==> src/rtl/core/sesd_pkg.sv <==
// Shared types, codes and constants for the serial escape sequence detector.
package sesd_pkg;

    localparam int TIMER_BITS = 21;
    localparam int CMP_W      = (TIMER_BITS > 20) ? TIMER_BITS : 20;
    localparam int HOLD_DEPTH = 5;
    localparam int HOLD_W     = $clog2(HOLD_DEPTH + 1);
    localparam int ESC_COUNT  = 3;
    localparam int QDEPTH     = 4;
    localparam int QPTR_W     = $clog2(QDEPTH);
    localparam int QCNT_W     = $clog2(QDEPTH + 1);

    localparam logic [7:0] CH_CR     = 8'h0D;
    localparam logic [7:0] CH_LF     = 8'h0A;
    localparam logic [7:0] MASK_7BIT = 8'h7F;

    localparam logic [19:0] BLANK_RESET   = 20'd16384;
    localparam logic [19:0] TIMEOUT_RESET = 20'd65536;
    localparam logic [7:0]  ESCAPE_RESET  = 8'h24;

    typedef enum logic [1:0] {
        OP_BYTE  = 2'd0,
        OP_TICK  = 2'd1,
        OP_LEAVE = 2'd2
    } op_t;

    typedef enum logic [1:0] {
        KIND_FORWARD = 2'd0,
        KIND_COMMAND = 2'd1,
        KIND_ENTER   = 2'd2,
        KIND_LEAVE   = 2'd3
    } kind_t;

    typedef enum logic [1:0] {
        REG_BLANK   = 2'd0,
        REG_TIMEOUT = 2'd1,
        REG_ESCAPE  = 2'd2,
        REG_SEVEN   = 2'd3
    } reg_idx_t;

    typedef enum logic [3:0] {
        MODE_INACTIVE = 4'b0001,
        MODE_CHECK    = 4'b0010,
        MODE_POST     = 4'b0100,
        MODE_ACTIVE   = 4'b1000
    } mode_t;

    typedef struct packed {
        logic [19:0] blank_ticks;
        logic [19:0] timeout_ticks;
        logic [7:0]  escape_char;
        logic        seven_bit_mode;
    } cfg_t;

    typedef struct packed {
        logic [HOLD_DEPTH-1:0][7:0] held;
        logic [HOLD_W-1:0]          n_held;
        logic                       has_tail;
        kind_t                      tail_kind;
        logic [7:0]                 tail_byte;
    } job_t;

endpackage

==> src/rtl/core/sesd_front.sv <==
// Front end: accepts items, tracks mode, idle time and held bytes, issues jobs.
module sesd_front
    import sesd_pkg::*;
(
    input  logic                  clk,
    input  logic                  rst_n,
    input  cfg_t                  cfg,
    input  logic                  accept,
    input  logic [1:0]            op,
    input  logic [7:0]            rx_byte,
    output logic                  push,
    output job_t                  job
);

    localparam logic [TIMER_BITS-1:0] IDLE_MAX = '1;

    mode_t                 mode_reg, mode_next;
    logic [TIMER_BITS-1:0] idle_reg, idle_next, idle_inc;
    logic [HOLD_W-1:0]     cnt_reg, cnt_next;
    logic [7:0]            held_reg [HOLD_DEPTH];
    logic                  wr_en;
    logic [7:0]            b;
    logic                  timed_out, blank_passed, blank_met, byte_ok;

    assign b        = cfg.seven_bit_mode ? (rx_byte & MASK_7BIT) : rx_byte;
    assign idle_inc = (idle_reg == IDLE_MAX) ? idle_reg : idle_reg + 1'b1;

    assign timed_out    = CMP_W'(idle_inc) > CMP_W'(cfg.timeout_ticks);
    assign blank_passed = CMP_W'(idle_inc) > CMP_W'(cfg.blank_ticks);
    assign blank_met    = CMP_W'(idle_reg) >= CMP_W'(cfg.blank_ticks);

    always_comb
    begin
        if (cnt_reg < HOLD_W'(ESC_COUNT))
            byte_ok = (b == cfg.escape_char);
        else if (cnt_reg < HOLD_W'(HOLD_DEPTH))
            byte_ok = (b == CH_CR) || (b == CH_LF);
        else
            byte_ok = 1'b0;
    end

    always_comb
    begin
        mode_next     = mode_reg;
        idle_next     = idle_reg;
        cnt_next      = cnt_reg;
        wr_en         = 1'b0;
        push          = 1'b0;
        job.n_held    = '0;
        job.has_tail  = 1'b0;
        job.tail_kind = KIND_FORWARD;
        job.tail_byte = '0;
        for (int i = 0; i < HOLD_DEPTH; i++)
            job.held[i] = held_reg[i];
        if (accept)
        begin
            case (op)
                OP_TICK:
                begin
                    idle_next = idle_inc;
                    if ((mode_reg == MODE_CHECK || mode_reg == MODE_POST) && timed_out)
                    begin
                        push       = 1'b1;
                        job.n_held = cnt_reg;
                        mode_next  = MODE_INACTIVE;
                        idle_next  = '0;
                        cnt_next   = '0;
                    end
                    else if (mode_reg == MODE_POST && blank_passed)
                    begin
                        push          = 1'b1;
                        job.has_tail  = 1'b1;
                        job.tail_kind = KIND_ENTER;
                        mode_next     = MODE_ACTIVE;
                        cnt_next      = '0;
                    end
                end
                OP_LEAVE:
                begin
                    if (mode_reg == MODE_ACTIVE)
                    begin
                        push          = 1'b1;
                        job.has_tail  = 1'b1;
                        job.tail_kind = KIND_LEAVE;
                        mode_next     = MODE_INACTIVE;
                        idle_next     = '0;
                    end
                end
                OP_BYTE:
                begin
                    case (mode_reg)
                        MODE_INACTIVE:
                        begin
                            idle_next = '0;
                            if (b == cfg.escape_char && blank_met)
                            begin
                                mode_next = MODE_CHECK;
                                wr_en     = 1'b1;
                                cnt_next  = HOLD_W'(1);
                            end
                            else
                            begin
                                push          = 1'b1;
                                job.has_tail  = 1'b1;
                                job.tail_byte = b;
                            end
                        end
                        MODE_ACTIVE:
                        begin
                            push          = 1'b1;
                            job.has_tail  = 1'b1;
                            job.tail_kind = KIND_COMMAND;
                            job.tail_byte = b;
                        end
                        default:
                        begin
                            if (byte_ok)
                            begin
                                wr_en    = 1'b1;
                                cnt_next = cnt_reg + 1'b1;
                                if (cnt_reg == HOLD_W'(ESC_COUNT - 1) && mode_reg == MODE_CHECK)
                                begin
                                    mode_next = MODE_POST;
                                    idle_next = '0;
                                end
                            end
                            else
                            begin
                                push          = 1'b1;
                                job.n_held    = cnt_reg;
                                job.has_tail  = 1'b1;
                                job.tail_byte = b;
                                mode_next     = MODE_INACTIVE;
                                idle_next     = '0;
                                cnt_next      = '0;
                            end
                        end
                    endcase
                end
                default:
                begin
                end
            endcase
        end
    end

    always_ff @(posedge clk or negedge rst_n)
    begin
        if (!rst_n)
        begin
            mode_reg <= MODE_INACTIVE;
            idle_reg <= '0;
            cnt_reg  <= '0;
        end
        else
        begin
            mode_reg <= mode_next;
            idle_reg <= idle_next;
            cnt_reg  <= cnt_next;
        end
    end

    // hold the byte at the next free place; a byte in idle mode always lands first
    always_ff @(posedge clk)
    begin
        if (wr_en)
        begin
            if (mode_reg == MODE_INACTIVE)
                held_reg[0] <= b;
            else
                held_reg[cnt_reg] <= b;
        end
    end

endmodule

==> src/rtl/core/sesd_queue.sv <==
// Short job queue between the front end and the result sequencer.
module sesd_queue
    import sesd_pkg::*;
(
    input  logic clk,
    input  logic rst_n,
    input  logic push,
    input  job_t push_job,
    input  logic pop,
    output job_t head,
    output logic empty,
    output logic full
);

    job_t              slot_reg [QDEPTH];
    logic [QPTR_W-1:0] wr_ptr_reg, rd_ptr_reg;
    logic [QCNT_W-1:0] cnt_reg;

    assign empty = (cnt_reg == '0);
    assign full  = (cnt_reg == QCNT_W'(QDEPTH));
    assign head  = slot_reg[rd_ptr_reg];

    always_ff @(posedge clk or negedge rst_n)
    begin
        if (!rst_n)
        begin
            wr_ptr_reg <= '0;
            rd_ptr_reg <= '0;
            cnt_reg    <= '0;
        end
        else
        begin
            if (push)
                wr_ptr_reg <= (wr_ptr_reg == QPTR_W'(QDEPTH - 1)) ? '0 : wr_ptr_reg + 1'b1;
            if (pop)
                rd_ptr_reg <= (rd_ptr_reg == QPTR_W'(QDEPTH - 1)) ? '0 : rd_ptr_reg + 1'b1;
            if (push && !pop)
                cnt_reg <= cnt_reg + 1'b1;
            else if (pop && !push)
                cnt_reg <= cnt_reg - 1'b1;
        end
    end

    always_ff @(posedge clk)
    begin
        if (push)
            slot_reg[wr_ptr_reg] <= push_job;
    end

endmodule

==> src/rtl/core/sesd_back.sv <==
// Back end: expands queued jobs into result beats through an output register.
module sesd_back
    import sesd_pkg::*;
(
    input  logic       clk,
    input  logic       rst_n,
    input  job_t       head,
    input  logic       empty,
    output logic       pop,
    output logic       out_valid,
    input  logic       out_ready,
    output logic [1:0] kind,
    output logic [7:0] out_byte,
    output logic       last
);

    logic [HOLD_W-1:0] idx_reg;
    logic              valid_reg;
    logic [1:0]        kind_reg;
    logic [7:0]        byte_reg;
    logic              last_reg;
    logic              load, in_held, final_beat;
    logic [1:0]        beat_kind;
    logic [7:0]        beat_byte;

    assign load    = !empty && (!valid_reg || out_ready);
    assign in_held = idx_reg < head.n_held;

    always_comb
    begin
        if (in_held)
        begin
            beat_kind  = KIND_FORWARD;
            beat_byte  = head.held[idx_reg];
            final_beat = (idx_reg + 1'b1 == head.n_held) && !head.has_tail;
        end
        else
        begin
            beat_kind  = head.tail_kind;
            beat_byte  = head.tail_byte;
            final_beat = 1'b1;
        end
    end

    assign pop = load && final_beat;

    always_ff @(posedge clk or negedge rst_n)
    begin
        if (!rst_n)
        begin
            valid_reg <= 1'b0;
            idx_reg   <= '0;
        end
        else if (load)
        begin
            valid_reg <= 1'b1;
            idx_reg   <= final_beat ? '0 : idx_reg + 1'b1;
        end
        else if (out_ready)
            valid_reg <= 1'b0;
    end

    always_ff @(posedge clk)
    begin
        if (load)
        begin
            kind_reg <= beat_kind;
            byte_reg <= beat_byte;
            last_reg <= final_beat;
        end
    end

    assign out_valid = valid_reg;
    assign kind      = kind_reg;
    assign out_byte  = byte_reg;
    assign last      = last_reg;

endmodule

==> src/rtl/core/serial_escape_sequence_detector.sv <==
// Top level of the serial escape sequence detector with its register port.
// Watches a received byte stream for a guarded escape sequence (silence,
// three escape characters, up to two CR/LF, silence) and switches to command
// mode. One item is taken each cycle while the four-entry job queue has room;
// the result sequencer gives one beat a cycle while a job is queued and
// out_ready is high, and a release burst holds up to six beats. The queue
// depth sets how many such bursts the input may run ahead. Registers:
// blank_ticks at 0x0, timeout_ticks at 0x4, escape_char at 0x8,
// seven_bit_mode at 0xC.
module serial_escape_sequence_detector
    import sesd_pkg::*;
(
    input  logic        clk,
    input  logic        rst_n,
    input  logic        psel,
    input  logic        penable,
    input  logic        pwrite,
    input  logic [3:0]  paddr,
    input  logic [31:0] pwdata,
    output logic [31:0] prdata,
    output logic        pready,
    input  logic        in_valid,
    output logic        in_ready,
    input  logic [1:0]  op,
    input  logic [7:0]  rx_byte,
    output logic        out_valid,
    input  logic        out_ready,
    output logic [1:0]  kind,
    output logic [7:0]  out_byte,
    output logic        last
);

    cfg_t     cfg_reg;
    reg_idx_t sel;
    logic     cfg_wr;
    logic     in_accept;
    logic     q_push, q_pop, q_empty, q_full;
    job_t     front_job, q_head;

    assign pready = 1'b1;
    assign sel    = reg_idx_t'(paddr[3:2]);
    assign cfg_wr = psel && penable && pwrite && pready;

    always_ff @(posedge clk or negedge rst_n)
    begin
        if (!rst_n)
        begin
            cfg_reg.blank_ticks    <= BLANK_RESET;
            cfg_reg.timeout_ticks  <= TIMEOUT_RESET;
            cfg_reg.escape_char    <= ESCAPE_RESET;
            cfg_reg.seven_bit_mode <= 1'b0;
        end
        else if (cfg_wr)
        begin
            case (sel)
                REG_BLANK:   cfg_reg.blank_ticks    <= pwdata[19:0];
                REG_TIMEOUT: cfg_reg.timeout_ticks  <= pwdata[19:0];
                REG_ESCAPE:  cfg_reg.escape_char    <= pwdata[7:0];
                REG_SEVEN:   cfg_reg.seven_bit_mode <= pwdata[0];
                default:
                begin
                end
            endcase
        end
    end

    always_comb
    begin
        case (sel)
            REG_BLANK:   prdata = {12'd0, cfg_reg.blank_ticks};
            REG_TIMEOUT: prdata = {12'd0, cfg_reg.timeout_ticks};
            REG_ESCAPE:  prdata = {24'd0, cfg_reg.escape_char};
            REG_SEVEN:   prdata = {31'd0, cfg_reg.seven_bit_mode};
            default:     prdata = '0;
        endcase
    end

    assign in_ready  = !q_full;
    assign in_accept = in_valid && in_ready;

    sesd_front u_front (
        .clk     (clk),
        .rst_n   (rst_n),
        .cfg     (cfg_reg),
        .accept  (in_accept),
        .op      (op),
        .rx_byte (rx_byte),
        .push    (q_push),
        .job     (front_job)
    );

    sesd_queue u_queue (
        .clk      (clk),
        .rst_n    (rst_n),
        .push     (q_push),
        .push_job (front_job),
        .pop      (q_pop),
        .head     (q_head),
        .empty    (q_empty),
        .full     (q_full)
    );

    sesd_back u_back (
        .clk       (clk),
        .rst_n     (rst_n),
        .head      (q_head),
        .empty     (q_empty),
        .pop       (q_pop),
        .out_valid (out_valid),
        .out_ready (out_ready),
        .kind      (kind),
        .out_byte  (out_byte),
        .last      (last)
    );

    a_no_overflow: assert property (@(posedge clk) disable iff (!rst_n)
        !(q_push && q_full))
        else $error("job pushed into a full queue");

    a_mode_beat_last: assert property (@(posedge clk) disable iff (!rst_n)
        (out_valid && (kind == KIND_ENTER || kind == KIND_LEAVE)) |-> (last && out_byte == 8'd0))
        else $error("mode change beat not final or carries a byte");

    a_pop_needs_beat: assert property (@(posedge clk) disable iff (!rst_n)
        q_pop |=> out_valid && last)
        else $error("job retired without a final beat");

endmodule
==> config.mk <==
export PLATFORM = sky130hd
export DESIGN_NAME = serial_escape_sequence_detector
export DESIGN_NICKNAME = d
export VERILOG_FILES = /design/src/rtl/core/sesd_pkg.sv /design/src/rtl/core/sesd_front.sv /design/src/rtl/core/sesd_queue.sv /design/src/rtl/core/sesd_back.sv /design/src/rtl/core/serial_escape_sequence_detector.sv
export SDC_FILE = /design/constraint.sdc
export NUM_CORES = 1
export LEC_CHECK = 0
export ABC_AREA = 1
export BUFFER_PORTS_ARGS = -buffer_cell sky130_fd_sc_hd__buf_2
export CORE_MARGIN = 1.5
export CORE_UTILIZATION = 58
export CTS_CLUSTER_SIZE = 40
export DETAILED_ROUTE_END_ITERATION = 7
export PLACE_DENSITY_LB_ADDON = 0.1
export SETUP_SLACK_MARGIN = 0.5
export SLEW_MARGIN = 20
export SYNTH_ARGS = -nofsm -noshare
export SYNTH_HDL_FRONTEND = slang
export SYNTH_HIERARCHICAL = 1
export SYNTH_SLANG_ARGS = --single-unit
==> constraint.sdc <==
create_clock -name clk -period 10.59 [get_ports clk]
set_input_delay 0.5295 -clock clk [delete_from_list [all_inputs] [get_ports clk]]
set_output_delay 0.5295 -clock clk [all_outputs]
set_load 0.02 [all_outputs]
---- Word level (Yosys, flattened, before mapping) ----
Memory sizes are Yosys's and may differ from the RTL's.
Index checks and enable logic that the tools add are counted.
word-level totals
  input port bits ......................... 53
  memory bits (writable) .................. 256
  logic and storage cells ................. 166
  output and inout bits ................... 46
  memories ................................ 2
  bits in registers ....................... 99
cells by class
  reductions and logical operators ........ 37
  $add $sub $neg .......................... 7
  magnitude comparators ................... 7
  muxes and demuxes ....................... 75
  equal/unequal tests ..................... 23
memory list
  memory            depth  width  rd ports  clocked after memory_dff  wr ports  RTL line          source
  u_queue.slot_reg  4      54     1         0                         1         sesd_queue.sv:15  job_t slot_reg [QDEPTH];
  u_front.held_reg  5      8      5         0                         1         sesd_front.sv:20  logic [7:0] held_reg [HOLD_DEPTH];
operators with widths
  cell                     number
  $pmux W32 S4             1
  $mux W21                 5
  $pmux W21 S3             1
  $mux W8                  7
  $gt A21 B20 Y1           2
  $pmux W21 S2             1
  $mux W3                  13
  $mux W4                  7
  $mux W1                  25
  $bmux W8 S3              1
  $add A21 B1 Y21 const B  1
  $eq A21 B21 Y1 const B   1
  $ge A21 B20 Y1           1
  $pmux W3 S2              3
  $eq A8 B4 Y1 const B     2
  $pmux W8 S2              1
  $mux W14                 1
  $logic_and A1 B1 Y1      12
  $pmux W4 S3              1
  $eq A2 B2 Y1 const B     5
  $reduce_and A5 Y1        2
  $add A3 B1 Y3 const B    3
  $pmux W3 S3              1
  $eq A8 B8 Y1             1
  33 further kinds         51

---- Logic depth before layout (Yosys ltp) ----
Gate-level depths: netlist (run 1).
  word-level depth ........................ 13
  depth in mapped cells ................... 32
  depth with buffers taken out ............ 32

---- Hierarchy ----
The synthesis (run 1) kept the hierarchy.
by module, submodules not included
  module                           area an instance (sq um)  seq. area each (sq um)  instances  cells an instance
  sesd_queue                       9,260.1                   6,661.4                 1          681
  sesd_front                       5,270.1                   1,903.1                 1          687
  serial_escape_sequence_detector  2,338.5                   1,231.2                 1          315
  sesd_back                        1,167.4                   430.4                   1          167

---- Least setup slack after synthesis (run 1) ----
No wires, ideal clock.
  kind .................................... register -> register
  start point ............................. register u_front.idle_reg[1]
  end point ............................... memory u_queue/slot_reg[1][0] (netlist bit), enable pin
  data arrival time ....................... 4,242 ps
  library setup time ...................... 408 ps
  path slack .............................. 5,940 ps
  cell stages (with the launch flop) ...... 24
  period minus slack after synthesis ...... 4,650 ps
  data required time ...................... 10,182 ps
  buffers on the path ..................... 0
  cells stage by stage .................... dfrtp_1 ha_1 inv_1 nor2_2 and2_1 nand3_1 nor2_1 nand2_1 nand2_2 nor2_1 a22oi_2 ha_1 nand2_1 nor2_1 nand4_1 a21oi_1 nor2_1 o21bai_1 nand2_1 nand2_1 nand2_1 a21oi_1 nand2_1 inv_1
on the way
  cells in the longest elaborated chain, start to end .. 10
  elaborated cells between the ends (all ways) .. 17
  those cells by class .................... add/sub (1); order compare (3); eq/ne (1); mux (9); reduce/logical (3)
ends and longest elaborated chain
  what                                               RTL line                               source
  start: declaration                                 sesd_front.sv:18                       logic [TIMER_BITS-1:0] idle_reg, idle_next, idle_inc;
  start signal: assignment                           sesd_front.sv:158                      idle_reg <= idle_next;
  $add A21 B1 Y21 or $eq A21 B21 Y1 (tied branches)  sesd_front.sv:26                       assign idle_inc = (idle_reg == IDLE_MAX) ? idle_reg : idle_reg + 1'b1;
  $mux W21                                           sesd_front.sv:26
  $gt A21 B20 Y1                                     sesd_front.sv:29                       assign blank_passed = CMP_W'(idle_inc) > CMP_W'(cfg.blank_ticks);
  $logic_and A1 B1 Y1                                sesd_front.sv:69                       else if (mode_reg == MODE_POST && blank_passed)
  $mux W1                                            sesd_front.sv:69
  $mux W1                                            sesd_front.sv:61                       if ((mode_reg == MODE_CHECK || mode_reg == MODE_POST) && timed_out)
  $pmux W1 S3 *                                      sesd_front.sv:57                       case (op)
  $mux W1 *                                          sesd_front.sv:55                       if (accept)
  named net q_push                                   serial_escape_sequence_detector.sv:37  logic q_push, q_pop, q_empty, q_full;
  $mux W1 *                                          sesd_queue.sv:46                       if (push)
  $mux W1 (implied by the code) *                    sesd_queue.sv:47                       slot_reg[wr_ptr_reg] <= push_job;
  end: declaration                                   sesd_queue.sv:15
The timed path passes the listed nets; every way through them passes the cells marked *.

---- Worst setup path after layout (run 1) ----
  start point ............................. register u_front.idle_reg[1]
  end point ............................... memory u_queue/slot_reg[0][26] (netlist bit), enable pin
The elaborated chain is that of the path after synthesis.

==> results by group, run 1 <==
Routing
  – Residual DRC count: 0
  – Via count of the routed design: 12500
  – Initial DRC count: 758
  – ANT nets after route: 0
  – Routed wire length: 40600 um
  – Routed wire length per instance: 17.3 um
  – DR pass1 iterations: 5
  – Vias/cell: 5.34

Cells and area
  – # nets final: 2042
  – Footprint of the multi-input gates: 6350 sq um
  – Max reg flops: 216
  – Layout area overhead: 8.85%
  – Layout fillers: 2531
  – Register area: 10200 sq um
  – Fraction of layout cells with a size suffix above 1: 0.126

Clocking
  – Max Root-Sink Buffers: 3
  – Worst skew pair latency: 0.52 ns
  – TritonCTS buffer count: 37
  – Post-CTS sizing: 0
  – Post-CTS Setup Bufs: 0
  – Clock sinks: 355
  – Root Driver: clkbuf_16
  – Clk slew on worst S/H paths: 0.06 ns
  – CTS HTree Levels: 2
  – TritonCTS clock tree: built
  – Cts hold-fix bufs: 0

GRT
  – Overflow after GRT: 0
  – Largest net degree at the start of global routing: 83
  – Global-route wire length before repair: 63500 um
  – GRT Resource Usage Total: 0.261
  – Number of global-route vias before repair: 12100
  – Antenna violations before repair: 1

Pwr
  – Post-layout power: 0.00442 W
  – Leakage: 8.96 nW
  – Switching part of the total: 0.365
  – Cell internal power dissipation: 0.00281 W
  – Clock power share: 0.274
  – Pwr dens: 225 nW/um^2
  – Comb pwr share: 0.325
  – Worst vdd ir: 0.122 mV
  – Net Sw Power: 0.00161 W
  – Reg power frac: 0.401

Floorplanning
  – Core area: 30600 sq um
  – Initial Util: 0.590
  – Io pins: 99
  – Die extent in y: 179 um
  – Die footprint: 32200 sq um
  – # rows: 64
  – Chip Width: 179 um

STA
  – Slew @ Worst Pin: 1.18 ns
  – Final period util: 0.492
  – Fin Hold WS: -0.0104 ns
  – F_max: 192 MHz
  – Slew Limit Fails: 0
  – Max_slew headroom: 0.211
  – Final Critical Period: 5.21 ns
  – Final Skew: 0.0136 ns
  – Setup Total Neg Slack: 0 ns
  – Count of final setup violators: 0
  – RSZ-0062 raised after global routing: false
  – Fin. Hold Viols: 6

Yosys
  – Avg Cell Area, Syn: 9.75 sq um
  – Synth cell types: 50
  – Register area share after synthesis: 0.567
  – Asr flop ratio synth: 0.248
  – Mapped Area: 18000 sq um
  – Synth Instances: 1850
  – Synth warn: 6
  – Seq cells post-synth: 355
  – EDFF count, synth: 267
  – Most common flop cell mapped by yosys: edfxtp_1

Setup path
  – Worst R2R Path Depth: 25
  – CP endpoint kind: flip-flop
  – Setup CP Type: flip-flop to flip-flop
  – CP Launch Type: flip-flop
  – CP Max Fanout: 54
  – CP arrival: 5.35 ns
  – Critical Path RT: 10.73 ns
  – R2R Path Start: u_front/idle_reg[1]
  – Worst Setup SP: u_front/idle_reg[1]

Outcome
  – Failing checks: hold timing
  – Status: finished, violations left

Flow run
  – Max-Cap Viols: 0

Place
  – # port buffers: 71
  – Detailed placement HPWL: 26800 um
  – GPL Wtd Cong: 0.881

Worst hold path
  – Hold WC Path Type: primary input to async pin
-- cell type report --
type                       instances  area share
antenna                            1    0.000127
clock buffer                      48      0.0509
clock inverter                    17     0.00650
inverter                         255      0.0495
multi-input combinational       1181       0.323
sequential                       355       0.521
tap                              396      0.0252
timing repair buffer              85      0.0236
-- path summary, 6_finish.rpt --
kind	endpoint	slack, ns
min in group clk	cfg_reg[48]	0.22
max reg2reg	u_queue/slot_reg[0][26]	5.38
min	u_queue/rd_ptr_reg[1]	-0.01
min reg2reg	cfg_reg[25]	0.48
max	u_queue/slot_reg[0][26]	5.38
max in group asynchronous	cfg_reg[35]	9.53
-- power groups by stage --
stage | logic [W] | registers (W) | clock network [W]
finish | 0.00144 | 0.00177 | 0.00121
global route | 0.00163 | 0.00179 | 0.00129
CTS | 0.00145 | 0.00177 | 0.00124
detailed placement | 0.00144 | 0.00180 | 0
global placement | 0.00141 | 0.00179 | 0
floorplan | 0.00112 | 0.00180 | 0
-- layer usage --
layer  GRT usage  vias up  share of wire
li1            -     6215              -
met2       0.474      264           0.51
met4       0.106        0          0.036
met1       0.317     5923           0.41
met5           0        -              0
met3      0.0289       75          0.036
-- critical path, stage by stage (launching register included) --
cell	delay (ns)
dfrtp_1	0.42
ha_1	0.25
inv_1	0.07
nor2_2	0.19
and2_1	0.18
nand3_1	0.10
nor2_1	0.14
nand2_1	0.15
nand3_1	0.20
nor2_1	0.09
nand3_1	0.08
nand2_1	0.12
ha_1	0.29
nand2_1	0.05
nor2_1	0.15
nand4_1	0.13
a21oi_1	0.15
nor2_1	0.11
o21bai_1	0.24
nand2_1	0.15
nand2_1	0.08
nand2_1	0.05
a21oi_1	0.50
nand2_1	0.13
inv_2	0.07
buf_4	0.66
-- logic make-up (layout without fill, tap and decap cells) --
| family | count (synthesis) | count (layout) | share of synthesized area |
|---|---|---|---|
| AOI/OAI and AO/OA | 198 | 198 | 0.0872 |
| xor gates and xnor gates | 20 | 20 | 0.00971 |
| adders and majority gates | 74 | 74 | 0.0518 |
| buffers and inverters | 325 | 405 | 0.0836 |
| DFF | 355 | 355 | 0.567 |
| other | 2 | 14 | 0.000416 |
| and+or+nand+nor | 876 | 876 | 0.200 |
-- metrics by stage --
stage	cell area [sq um]	util	hold WS [ns]	cells	setup WS, ns
final	19600	0.642	-0.0104	2338	5.38
after global placement	18500	0.605	0.460	2272	5.44
after detailed placement	18500	0.605	0.470	2272	5.43
after global routing	19600	0.642	0.0243	2338	4.95
after CTS	19600	0.642	0.00542	2337	5.40
after floorplan	18100	-	0.234	1861	5.94
-- placed cells by master, fill, tap and decap left out, types with 5 or more instances in the layout --
cell	n
nand2_1	627
edfxtp_1	267
buf_4	15
nor3_1	16
clkinv_1	11
xor2_1	12
conb_1	13
buf_2	70
dfrtp_1	82
inv_1	238
or2_2	5
clkbuf_16	38
ha_1	73
a21oi_1	38
o21ai_1	13
nor4_1	7
nand4_1	23
dfstp_2	5
clkbuf_1	9
inv_2	11
nor2_1	107
o211ai_2	50
xnor2_1	8
nand3_1	54
o21ai_0	18
nand2_2	16
o211ai_1	61
nor2_2	5
-- cell usage after synthesis (12+ instances only) --
master / instances / area (sq um)
nand2_1: 627 / 2350
edfxtp_1: 267 / 8020
inv_1: 242 / 908
nor2_1: 108 / 405
dfrtp_1: 83 / 2080
ha_1: 73 / 913
o211ai_1: 61 / 458
nand3_1: 54 / 270
o211ai_2: 50 / 626
a21oi_1: 38 / 190
buf_2: 24 / 120
nand4_1: 23 / 144
buf_6: 22 / 248
o21ai_0: 18 / 90.1
buf_4: 17 / 128
nand2_2: 16 / 100
nor3_1: 16 / 80.1
o21ai_1: 13 / 65.1
xor2_1: 12 / 105
Power figures use the tool's default switching activity.
==> run 2: changes to the inputs <==
==> constraint.sdc (replaced) <==
create_clock -name clk -period 5.11 [get_ports clk]
set_input_delay 0.2555 -clock clk [delete_from_list [all_inputs] [get_ports clk]]
set_output_delay 0.2555 -clock clk [all_outputs]
set_load 0.02 [all_outputs]
==> results by group, run 2 (synthesis gave the netlist of run 1 again) <==
Setup path
  – CP top delay family: simple AND/OR/NAND/NOR gates
  – CP max-delay cell: dfrtp_1
  – Worst Setup SP: u_front/idle_reg[0]
  – Worst R2R Path Depth: 30 (+20%)
  – R2r setup slk: 0.68 ns (-4.70 ns)
  – Crit path to: u_queue/cnt_reg[2]
  – CP Max Fanout: 7 (-87%)
  – Crit path largest cell delay: 0.40 ns (-0.26 ns)
  – CP endpoint kind: flip-flop
  – Crit Reg-Reg Endpoint: u_queue/cnt_reg[2]
  – Top cell by count, worst path: nand2_1
  – CP Launch Type: flip-flop
  – Worst path buffer plus inverter count: 4 (+1)
  – CP arrival: 4.85 ns (-0.50 ns)
  – Setup CP Type: flip-flop to flip-flop
  – R2R Path Start: u_front/idle_reg[0]
  – Critical Path RT: 5.53 ns (-5.20 ns)
  – WP depth: 30 (+20%)

Clocking
  – Max Root-Sink Buffers: 3 (unchanged)
  – Root Driver: clkbuf_16
  – Clock sinks: 355 (unchanged)
  – Worst skew pair latency: 0.53 ns (about the same)
  – CTS HTree Levels: 2 (unchanged)
  – Clk slew on worst S/H paths: 0.06 ns (about the same)
  – TritonCTS buffer count: 37 (unchanged)
  – TritonCTS clock tree: built

Worst hold path
  – Hold WC Path Type: primary input to flip-flop

GRT
  – Largest net degree at the start of global routing: 85 (+2.4%)
  – Global-route wire length before repair: 64800 um (+2.0%)
  – Number of global-route vias before repair: 12100 (-0.074%)
  – GRT Resource Usage Total: 0.265 (+0.00413)
  – Antenna violations before repair: 1 (unchanged)
  – Overflow after GRT: 0 (unchanged)

Floorplanning
  – Io pins: 99 (unchanged)
  – Initial Util: 0.590 (unchanged)
  – Die extent in y: 179 um (unchanged)
  – Core area: 30600 sq um (unchanged)
  – Chip Width: 179 um (unchanged)
  – # rows: 64 (unchanged)
  – Die footprint: 32200 sq um (unchanged)

Routing
  – Via count of the routed design: 12700 (+2.0%)
  – Routed wire length per instance: 17.7 um (+1.8%)
  – Routed wire length: 41800 um (+3.1%)
  – Initial DRC count: 726 (-4.2%)
  – Residual DRC count: 0 (unchanged)
  – Vias/cell: 5.37 (+0.68%)
  – DR pass1 iterations: 5 (unchanged)
  – ANT nets after route: 0 (unchanged)

Place
  – GPL Wtd Cong: 0.903 (+2.5%)
  – Post-DP Area: 18600 sq um (+0.47%)
  – DP Worst Slack: 0.416 ns (-5.02 ns)
  – # port buffers: 71 (unchanged)
  – Detailed placement HPWL: 27200 um (+1.6%)

STA
  – Final period util: 0.867 (+0.375)
  – Max_slew headroom: 0.268 (+0.0562)
  – Setup Total Neg Slack: 0 ns (unchanged)
  – Slew @ Worst Pin: 1.10 ns (-0.0800 ns)
  – Final Critical Period: 4.43 ns (-0.781 ns)
  – F_max: 226 MHz (+18%)
  – Count of final setup violators: 0 (unchanged)
  – Slew Limit Fails: 0 (unchanged)
  – Setup ws final: 0.682 ns (-4.70 ns)
  – Fin. Hold Viols: 0 (-6)
  – RSZ-0062 raised after global routing: true
  – Final Skew: 0.0153 ns (+0.00178 ns)

Cells and area
  – Max reg flops: 216 (unchanged)
  – Commonest cells after routing, fill and taps aside: 624 x nand2_1, 267 x edfxtp_1, 238 x inv_1, 95 x nor2_1, 80 x dfrtp_1
  – Fin area: 20200 sq um (+2.7%)
  – Fraction of layout cells with a size suffix above 1: 0.143 (+0.0168)
  – Most common cell after layout, fill and taps aside: nand2_1
  – # nets final: 2071 (+1.4%)
  – Layout area overhead: 11.8%

Pwr
  – Worst vdd ir: 0.294 mV (+140%)
  – Pwr dens: 466 nW/um^2 (+110%)
  – Leakage: 9.13 nW (+1.9%)

Flow run
  – Max-Cap Viols: 0 (unchanged)

Outcome
  – Status: completed
==> run 2: changes by cell type in the layout (fill, tap and decap cells not counted), sizes merged <==
cell,change
buf,+7
bufinv,+3
clkinv,-3
clkinvlp,+4
dlygate4sd3,+22
inv,-2
==> run 2: what timing repair did <==
action / CTS / global route
setup buffers: 2 / 5
pin swaps: 1 / 5
setup endpoints to repair: 50 / 218
hold buffers: 22 / 0
resized for setup: 3 / 25
endpoints found under the hold margin: 96 / 0
==> run 2: per-layer routing <==
layer,global-route usage,vias up,part of all wire
met5,0,-,0
met4,0.0968,0,0.032
met3,0.0335,77,0.047
met2,0.460,311,0.49
met1,0.343,6052,0.43
li1,-,6288,-
==> run 2: per-stage QoR <==
| step | instances | hold slack (ns) | utilization | power [W] |
|---|---|---|---|---|
| finish | 2369 | 0.0724 | 0.659 | 0.00939 |
| global route | 2369 | 0.0572 | 0.659 | 0.00995 |
| CTS | 2363 | 0.0571 | 0.655 | 0.00941 |
| detailed placement | 2272 | 0.323 | 0.608 | 0.00673 |
| global placement | 2272 | 0.317 | 0.608 | 0.00666 |
| floorplan | 1861 | -0.0401 | - | 0.00604 |
==> run 2: worst register-to-register path: cells and delay by family (launching register included) <==
kind                     cells  cell delay (ns)
XOR/XNOR                     1             0.20
AND/OR/NAND/NOR             19             1.90
AO/OA/AOI/OAI                2             0.39
flip-flops                   1             0.40
buffers and inverters        4             0.44
adder cells (fa/ha/maj)      4             1.00
==> run 2: worst min-delay path by stage <==
stage,from,to,slack (ns),cells after the start
after floorplan,rst_n,cfg_reg[0],-0.04,0
after global placement,rst_n,u_queue/rd_ptr_reg[0],0.32,1
after detailed placement,rst_n,u_queue/rd_ptr_reg[0],0.32,1
after CTS,rx_byte[2],u_front/held_reg[1][2],0.06,1
after global routing,rx_byte[2],u_front/held_reg[1][2],0.06,1
final,rx_byte[2],u_front/held_reg[2][2],0.07,1
==> run 2: cell type report <==
cell class | instances | area (sq um)
well taps | 396 | 495
diodes | 1 | 2.50
clock inverters | 19 | 214
flip-flops and latches | 355 | 10200
repair buffers | 114 | 802
multi-input cells | 1181 | 6460
clock buffers | 48 | 977
fillers | 2418 | 10400
inverters | 255 | 987
==> run 2: power by group <==
group | internal (W) | switching [W] | total, W
sequential | 0.00347 | 0.000219 | 0.00369
clock | 0.00156 | 0.00110 | 0.00266
combinational | 0.000957 | 0.00208 | 0.00304
total | 0.00599 | 0.00340 | 0.00939
==> run 3: changes to the inputs <==
--- a/config.mk
+++ b/config.mk
@@ -8,7 +8,7 @@
 export ABC_AREA = 1
 export BUFFER_PORTS_ARGS = -buffer_cell sky130_fd_sc_hd__buf_2
 export CORE_MARGIN = 1.5
-export CORE_UTILIZATION = 58
+export CORE_UTILIZATION = 50
 export CTS_CLUSTER_SIZE = 40
 export DETAILED_ROUTE_END_ITERATION = 7
 export PLACE_DENSITY_LB_ADDON = 0.1
==> results by group, run 3 (synthesis gave the netlist of run 1 again) <==
Outcome
  – Status: completed

Cells and area
  – Max reg flops: 216 (unchanged)
  – Layout fillers: 3183 (+32%)
  – Post-layout util: 0.568 (-0.0910)
  – Most common cell after layout, fill and taps aside: nand2_1
  – # nets final: 2073 (+0.097%)
  – Commonest cells after routing, fill and taps aside: 623 x nand2_1, 267 x edfxtp_1, 238 x inv_1, 97 x nor2_1, 77 x dfrtp_1
  – Fin area: 20200 sq um (+0.23%)
  – Layout area overhead: 12.1%
  – Footprint of the multi-input gates: 6470 sq um (+0.12%)
  – Fraction of layout cells with a size suffix above 1: 0.144 (+0.000723)
  – ANT cells: 0 (-1)
  – Register area: 10200 sq um (about the same)

GRT
  – GRT Resource Usage Total: 0.238 (-0.0271)
  – Antenna violations before repair: 0 (-1)
  – Number of global-route vias before repair: 12200 (+1.1%)
  – Global-route wire length before repair: 66700 um (+3.0%)
  – Largest net degree at the start of global routing: 95 (+12%)
  – Overflow after GRT: 0 (unchanged)

Place
  – # port buffers: 71 (unchanged)
  – Detailed placement HPWL: 27400 um (+0.67%)
  – Post-DP Area: 18600 sq um (+0.28%)
  – GPL Wtd Cong: 0.924 (+2.4%)

Flow run
  – Max-Cap Viols: 0 (unchanged)

STA
  – Count of final setup violators: 0 (unchanged)
  – Fin. Hold Viols: 0 (unchanged)
  – Final Critical Period: 4.30 ns (-0.125 ns)
  – Setup Total Neg Slack: 0 ns (unchanged)
  – Slew Limit Fails: 0 (unchanged)
  – Final Skew: 0.0233 ns (+0.00796 ns)
  – RSZ-0062 raised after global routing: false
  – F_max: 232 MHz (+2.9%)
  – Max_slew headroom: 0.273 (+0.00564)
  – Slew @ Worst Pin: 1.09 ns (-0.0125 ns)
  – Final period util: 0.842 (-0.0245)

Floorplanning
  – Core area: 35600 sq um (+16%)
  – Die extent in y: 193 um (+7.6%)
  – Die footprint: 37200 sq um (+16%)
  – Initial Util: 0.507 (-0.0825)
  – Chip Width: 193 um (+7.6%)
  – Io pins: 99 (unchanged)
  – # rows: 69 (+7.8%)

Setup path
  – CP Max Fanout: 8 (+1)
  – CP Launch Type: flip-flop
  – CP arrival: 4.74 ns (-0.11 ns)
  – Setup CP Type: flip-flop to flip-flop
  – CP endpoint kind: flip-flop
  – Critical Path RT: 5.55 ns (+0.02 ns)

Pwr
  – Worst vdd ir: 0.299 mV (+1.8%)
  – Leakage: 9.07 nW (-0.60%)
  – Pwr dens: 461 nW/um^2 (-1.1%)

Worst hold path
  – Hold WC Path Type: primary input to flip-flop

Clocking
  – Max Root-Sink Buffers: 3 (unchanged)
  – Clock sinks: 355 (unchanged)
  – TritonCTS buffer count: 39 (+5.4%)
  – Worst skew pair latency: 0.56 ns (+0.03 ns)
  – TritonCTS clock tree: built
  – CTS HTree Levels: 2 (unchanged)
  – Root Driver: clkbuf_16
  – Clk slew on worst S/H paths: 0.06 ns (about the same)

Routing
  – Vias/cell: 5.18 (-3.7%)
  – Via count of the routed design: 12600 (-0.90%)
  – Residual DRC count: 0 (unchanged)
  – ANT nets after route: 0 (unchanged)
  – Routed wire length: 42500 um (+1.7%)
  – Initial DRC count: 851 (+17%)
  – DR pass1 iterations: 5 (unchanged)
  – Routed wire length per instance: 17.5 um (-1.1%)
-- run 3: cell count changes in the layout (fill, tap and decap cells not counted), sizes merged --
| cell | delta |
|---|---|
| bufinv | -3 |
| clkinvlp | +1 |
| clkinv | +5 |
| clkbuf | +1 |
| diode | -1 |
-- run 3: where the power goes --
part	leakage [nW]	switching, W	internal, W
combinational	4.95	0.00208	0.000957
sequential	3.56	0.000206	0.00347
clock	0.561	0.00113	0.00147
-- run 3: worst paths after layout --
check | from | cells past startpoint | slack (ns) | to
max | u_front/idle_reg[0] | 25 | 0.81 | u_queue/cnt_reg[1]
min | rx_byte[6] | 1 | 0.07 | u_front/held_reg[2][6]
max reg2reg | u_front/idle_reg[0] | 25 | 0.81 | u_queue/cnt_reg[1]
min reg2reg | cfg_reg[43] | 2 | 0.47 | cfg_reg[43]
max in group asynchronous | rst_n | 3 | 3.74 | u_front/idle_reg[10]
min in group asynchronous | rst_n | 2 | 0.16 | u_back/out_valid
-- run 3: stage by stage --
step / total power, W / hold WS, ns / cells / setup WS, ns
after floorplan: 0.00604 / -0.0401 / 1861 / 0.896
after global placement: 0.00668 / 0.186 / 2335 / 0.491
after detailed placement: 0.00674 / 0.194 / 2335 / 0.420
after CTS: 0.00937 / 0.0532 / 2429 / 0.519
after global routing: 0.00992 / 0.0500 / 2437 / 0.391
final: 0.00931 / 0.0734 / 2437 / 0.807
-- run 3: cell type report --
type,count,area share
Tap cell,461,0.0285
Sequential cell,355,0.506
Multi-Input combinational cell,1181,0.320
Timing Repair Buffer,114,0.0391
Clock buffer,49,0.0506
Clock inverter,22,0.00675
Inverter,255,0.0488
-- run 3: timing repair --
item | in CTS | in global routing
resized for setup | 1 | 32
endpoints found under the hold margin | 73 | 0
endpoints found under the setup margin | 49 | 212
setup buffers | 1 | 8
hold buffers | 22 | 0
pin swaps | 0 | 12
-- run 3: critical path: stages (launching register included) --
cell	delay, ns
dfrtp_1	0.39
buf_4	0.12
inv_1	0.09
nor2_2	0.32
nand2_1	0.16
nor4_1	0.25
xor2_1	0.10
or2_2	0.33
ha_1	0.28
nand2_1	0.07
nor2_2	0.24
nand4_1	0.11
nor2_1	0.23
nand4_1	0.12
nand2_1	0.08
inv_1	0.04
nand2_1	0.08
nand2_1	0.06
nand2_1	0.08
a21oi_2	0.06
buf_6	0.14
ha_2	0.19
inv_1	0.08
fa_2	0.42
nand2_1	0.07
nand2_1	0.04
-- run 3: layer usage --
layer	global-route usage	wire, um	up-vias	share of wire
met4	0.0740	1080	0	0.025
li1	-	-	6281	-
met5	0	0	-	0
met1	0.298	18300	6024	0.43
met2	0.419	21400	251	0.50
met3	0.0411	1770	58	0.042
